### config.mk
export PLATFORM = sky130hd
export DESIGN_NAME = satlb_front
export DESIGN_NICKNAME = d
export VERILOG_FILES = /design/src/rtl/satlb_pkg.sv /design/src/rtl/satlb_front.sv
export SDC_FILE = /design/constraint.sdc
export NUM_CORES = 1
export LEC_CHECK = 0
export BUFFER_PORTS_ARGS = -buffer_cell sky130_fd_sc_hd__buf_2
export CORE_UTILIZATION = 31
export DETAILED_ROUTE_END_ITERATION = 10
export GPL_TIMING_DRIVEN = 0
export PLACE_DENSITY_LB_ADDON = 0.2
export SYNTH_ARGS = -nofsm -noshare
export SYNTH_HDL_FRONTEND = slang
export SYNTH_SLANG_ARGS = --single-unit
### constraint.sdc
create_clock -name clk_i -period 26.8 [get_ports clk_i]
set_input_delay 5.36 -clock clk_i [delete_from_list [all_inputs] [get_ports clk_i]]
set_output_delay 5.36 -clock clk_i [all_outputs]
set_load 0.02 [all_outputs]
### src/rtl/satlb_pkg.sv
// Shared types and constants for the set-associative TLB.
`default_nettype none
package satlb_pkg;
  localparam int unsigned Sets = 16;
  localparam int unsigned Ways = 4;
  localparam int unsigned PageW = 52;
  localparam int unsigned StampW = 64;
  localparam int unsigned SetW = (Sets > 1) ? $clog2(Sets) : 1;
  localparam int unsigned WayW = (Ways > 1) ? $clog2(Ways) : 1;
  localparam int unsigned Entries = Sets * Ways;
  localparam int unsigned QDepth = 2;

  typedef enum logic [1:0] {
    OpLookup = 2'd0,
    OpInsert = 2'd1,
    OpFlush  = 2'd2,
    OpNone   = 2'd3
  } op_e;

  typedef struct packed {
    op_e               op;
    logic [PageW-1:0]  vpage;
    logic [PageW-1:0]  ppage;
    logic              touch;
    logic [StampW-1:0] stamp;
  } cmd_t;

  function automatic logic [SetW-1:0] set_of(input logic [PageW-1:0] vp);
    set_of = (Sets > 1) ? vp[SetW-1:0] : '0;
  endfunction
endpackage
`default_nettype wire

### src/rtl/satlb_front.sv
// Front end: accepts words, stamps them and queues them for the back end.
`default_nettype none
module satlb_front (
  input  wire logic                         clk_i,
  input  wire logic                         rst_ni,
  input  wire logic                         start,
  output logic                              busy,
  input  wire logic [1:0]                   opcode_i,
  input  wire logic [satlb_pkg::PageW-1:0]  virtual_page_i,
  input  wire logic [satlb_pkg::PageW-1:0]  physical_page_i,
  input  wire logic                         touch_recency_i,
  input  wire logic                         pop_i,
  output logic                              cmd_valid_o,
  output satlb_pkg::cmd_t                   cmd_o
);
  logic [satlb_pkg::StampW-1:0] stamp_q, stamp_d;
  satlb_pkg::cmd_t fifo_q [satlb_pkg::QDepth];
  logic wp_q, rp_q;
  logic [1:0] cnt_q, cnt_d;
  logic push;

  assign busy = (cnt_q == 2'(satlb_pkg::QDepth));
  assign push = start && !busy;
  assign stamp_d = stamp_q + 64'd1;
  assign cnt_d = cnt_q + {1'b0, push} - {1'b0, pop_i};
  assign cmd_valid_o = (cnt_q != 2'd0);
  assign cmd_o = fifo_q[rp_q];

  always_ff @(posedge clk_i or negedge rst_ni) begin
    if (!rst_ni) begin
      stamp_q <= 64'd1;
      wp_q <= 1'b0;
      rp_q <= 1'b0;
      cnt_q <= 2'd0;
    end else begin
      cnt_q <= cnt_d;
      if (push) begin
        stamp_q <= stamp_d;
        wp_q <= ~wp_q;
      end
      if (pop_i) rp_q <= ~rp_q;
    end
  end

  always_ff @(posedge clk_i) begin
    if (push) begin
      fifo_q[wp_q] <= '{op: satlb_pkg::op_e'(opcode_i), vpage: virtual_page_i,
                        ppage: physical_page_i, touch: touch_recency_i,
                        stamp: stamp_q};
    end
  end
endmodule
`default_nettype wire

### Word-level counts from Yosys, hierarchy flattened

Memories as Yosys holds them, arrays and structs flattened.
Index checks and enable logic that the tools add are counted.

| operators by class | value |
|---|---|
| add/subtract/negate cells | 3 |
| eq/ne operators | 1 |
| multiplexer cells | 2 |
| bitwise logic cells | 2 |
| reduce and logical (&&, ||, !) cells | 3 |

Operators with widths:

| cell | count |
|---|---|
| $add 64x1->64 const B | 1 |
| $add 2x1->2 | 1 |
| $eq 2x2->1 const B | 1 |
| $mux 1 | 2 |
| $not 1->1 | 2 |
| $reduce_bool 2->1 | 1 |
| $sub 2x1->2 | 1 |
| $logic_and 1x1->1 | 1 |
| $logic_not 1->1 | 1 |

| word-level totals | value |
|---|---|
| register bits after elaboration | 68 |
| RAM bits | 342 |
| input port bits | 111 |
| output and inout bits | 173 |
| word-level logic and storage cells | 16 |
| memories | 1 |

Memory list:

| memory | words | bits a word | rd ports | clocked after Yosys merged registers in | wr ports | RTL line | source |
|---|---|---|---|---|---|---|---|
| fifo_q | 2 | 171 | 1 | 0 | 1 | satlb_front.sv:17 | `satlb_pkg::cmd_t fifo_q [satlb_pkg::QDepth];` |

### Depth between registers and ports, before layout

| depth | value |
|---|---|
| depth in word-level cells | 5 |
| depth in mapped cells | 8 |
| depth with buffers taken out | 8 |

### Worst setup path after synthesis

OpenSTA, ideal clock, no wires.

| timing path | value |
|---|---|
| path kind | in2reg |
| start point | input port start |
| end point | memory fifo_q[0][0] in the netlist's numbering (enable) |
| library setup time | 0.704 ns |
| arrival time | 12.733 ns |
| data required time | 26.096 ns |
| slack | 13.363 ns |
| cell stages on the path | 3 |
| buffers on the path | 0 |
| cells stage by stage | and2_1 -> inv_1 -> nor2_1 |

| between the ends | value |
|---|---|
| word-level cells in the longest chain between the ends | 3 |

RTL lines:

| item | RTL line | source |
|---|---|---|
| start, declared | satlb_front.sv:6 | `input wire logic start,` |
| $logic_and 1x1->1 | satlb_front.sv:23 | `assign push = start && !busy;` |
| $mux 1 | satlb_front.sv:46 | `if (push) begin` |
| $mux 1 (not written as such) | satlb_front.sv:47 | `fifo_q[wp_q] <= '{op: satlb_pkg::op_e'(opcode_i), vpage: virtual_page_i,` |
| end, declared | satlb_front.sv:17 |  |

No other way between the ends.

==> impl_metrics.ini <==
[status]
status = completed

[timing]
worstMarginPinSlew_ns = 0.979
grt_setup_unrepaired = false
slew_violations = 0
fmax_ghz = 0.114
skew_ns = 0.0191
slew_headroom_pct = 34.8
finalSetupViolCount = 0
setup_tns_ns = 0
hold_viol = 0
min_period_over_period_pct = 32.7
period_minus_slack_ns = 8.76

[cts]
clockBufferDepth = 3
post_cts_resized = 0
clock_latency_ns = 0.57
path_clk_slew_ns = 0.06
cts_buffers = 45
postCtsSetupBuffers = 0
cts_tree = yes
root_buffer = clkbuf_16
h-tree-depth = 2
ctsHoldBuffers = 0
clock_sinks = 410

[routing]
drt-wirelength-per-cell_um = 19.0
vias_per_cell = 4.55
firstDrtPassIters = 4
drtAntennaViolNets = 0
drc_errors = 0
wirelength_mm = 36.0
drtIter0Drc = 453
vias = 8636

[die]
io_pins = 284
std_cell_rows = 81
start_util_pct = 31.7
die_w_um = 227
die_area_mm2 = 0.0514
core_mm2 = 0.0494
die_h_um = 227

[global_route]
grt_pass1_wl_mm = 53.5
grt_pass1_vias = 8822
gr-total-overflow = 0
track_usage_pct = 13.9
antenna_found_initial = 0
grt_max_degree = 57

[power]
leakagePower_nw = 7.60
power.switching_uw = 653
combPwrFrac_pct = 29.1
powerDensity_mw_per_mm2 = 106
ir_worst_vdd_uv = 41.6
internal-power_mw = 1.42
clock_power_share_pct = 29.6
seqPwrFrac_pct = 41.2
switching_share_pct = 31.5

[place]
hpwlAfterDp_mm = 25.1
gp_congestion = 0.758
port_buffers = 283

[critical_path]
slowest_delay_ns = 0.79
start_kind = flip-flop
cp-end-kind = primary output
cp.arrival_ns = 3.40
required_ns = 21.44
crit_top_cell = clkbuf_1
crit_path_top_delay_cell = clkbuf_1
cp_cell_sequence = clkbuf_1, clkbuf_1, clkbuf_1, mux2_2, buf_2
path_max_fanout = 10
path_class = flip-flop to primary output

[yosys]
ys_types = 33
avgSynthCellArea_um2 = 18.3
syn_area_mm2 = 0.0156
syn_inst = 857
synth_seq_cells = 410
ys_seq_area_share_pct = 76.5
yosysWarnings = 0
syn_nets = 971

[final_layout]
final_util_pct = 39.8
nets = 1311
fillCellCount = 4627
drive_gt1_share_pct = 44.2
syn_to_final_growth_pct = 25.4

[job]
drv_cap = 0

[min_path]
hold_path.class = flip-flop to flip-flop
path summary, 6_finish.rpt:
check                      depth (start not counted)  startpoint  slack, ns     endpoint
setup / recovery                                   5        rp_q      18.04   cmd_o[116]
hold / removal                                     1    cnt_q[1]       0.49     cnt_q[1]
setup reg to reg                                   5  stamp_q[0]      24.10  stamp_q[39]
hold reg to reg                                    1    cnt_q[1]       0.49     cnt_q[1]
max in group asynchronous                          2      rst_ni      21.56   stamp_q[0]
min in group asynchronous                          1      rst_ni       4.63  stamp_q[54]
logic make-up (layout without fill, tap and decap cells):
family                   count (synthesis)  after routing  synth area share (%)
buffers and inverters                   31            406                 0.808
XOR/XNOR                                67             67                  3.75
adder cells (fa/ha/maj)                  3              3                 0.240
multiplexers                           171            171                  12.3
flip-flops                             410            410                  76.5
other                                    0              2                     0
AND/OR/NAND/NOR                        175            175                  6.38
area by class of cell:
class	count	area [µm²]	area share [%]
inverters	8	30.0	0.153
flip-flops and latches	410	12000	61.0
clock inverters	21	210	1.07
repair buffers	293	1650	8.40
diodes	2	5.00	0.0255
plain buffers	23	96.3	0.491
clock buffers	61	1270	6.46
well taps	664	831	4.23
multi-input cells	416	3560	18.1
critical path, delay by kind of cell, from the launching register on:
| family | cells | cell delay [ns] |
|---|---|---|
| flip-flops | 1 | 0.32 |
| buffers and inverters | 4 | 2.05 |
| multiplexers | 1 | 0.44 |
registers in the layout, indices dropped and copies added, names as in the netlist:
name     count
fifo_q     342
stamp_q     64
cnt_q        2
rp_q         1
wp_q         1
power by group through the flow:
| stage | sequential (mW) | clock [mW] | combinational [mW] |
|---|---|---|---|
| finish | 0.855 | 0.615 | 0.604 |
| global route | 0.866 | 0.655 | 0.651 |
| CTS | 0.857 | 0.635 | 0.625 |
| detailed placement | 0.870 | 0 | 0.622 |
| global placement | 0.922 | 0 | 0.595 |
| floorplan | 0.893 | 0 | 0.386 |
per-stage QoR:
stage	power [mW]	worst slack, ns	instances	hold WS [ns]	instance area (µm²)
2_1_floorplan	1.28	13.36	857	0.437	15600
3_3_place_gp	1.52	8.25	1804	0.478	17900
3_5_place_dp	1.49	18.40	1814	0.483	18100
4_1_cts	2.12	17.70	1896	0.496	19600
5_1_grt	2.17	17.73	1896	0.522	19600
6_report	2.07	18.04	1898	0.493	19600
synthesized netlist by cell type (all sizes together):
cell	number	area [µm²]
nor2	23	86.3
inv	8	30.0
dfrtp	67	1680
clkbuf	20	75.1
or3	2	18.8
and4b	2	20.0
nor3	16	85.1
nand4b	1	8.76
mux2	171	1930
xnor2	34	298
nand2	39	146
and2	3	18.8
edfxtp	342	10300
nor2b	1	6.26
nand4	33	213
nand2b	2	12.5
nor4	15	139
buf	3	21.3
or2	2	12.5
xor2	33	289
and3	7	43.8
dfstp	1	26.3
nand3	18	90.1
ha	3	37.5
or4	2	18.8
and4	9	78.8
placed cells by master, fill, tap and decap left out, types with 3 or more instances in the layout:
cell / instances
bufinv_16: 4
buf_12: 6
xor2_1: 33
and4_1: 9
nor4_4: 3
xnor2_1: 34
nand4_1: 32
buf_16: 4
and2_1: 3
nand2_1: 39
nor3_1: 15
clkinv_2: 5
clkbuf_16: 46
buf_2: 284
inv_1: 7
ha_1: 3
nand3_1: 18
nor4_1: 12
clkbuf_1: 29
mux2_2: 171
and3_1: 6
clkbuf_8: 6
edfxtp_1: 342
nor2_1: 22
clkinv_1: 9
dfrtp_1: 67
layer usage:
metal	GRT usage (%)	up-vias	wire length [µm]
met5	0	-	0
met4	4.58	0	750
met3	3.73	51	2460
met2	23.1	208	17300
met1	17.6	4390	15500
li1	-	3987	-
No activity file was read; power rests on OpenSTA's default activity.
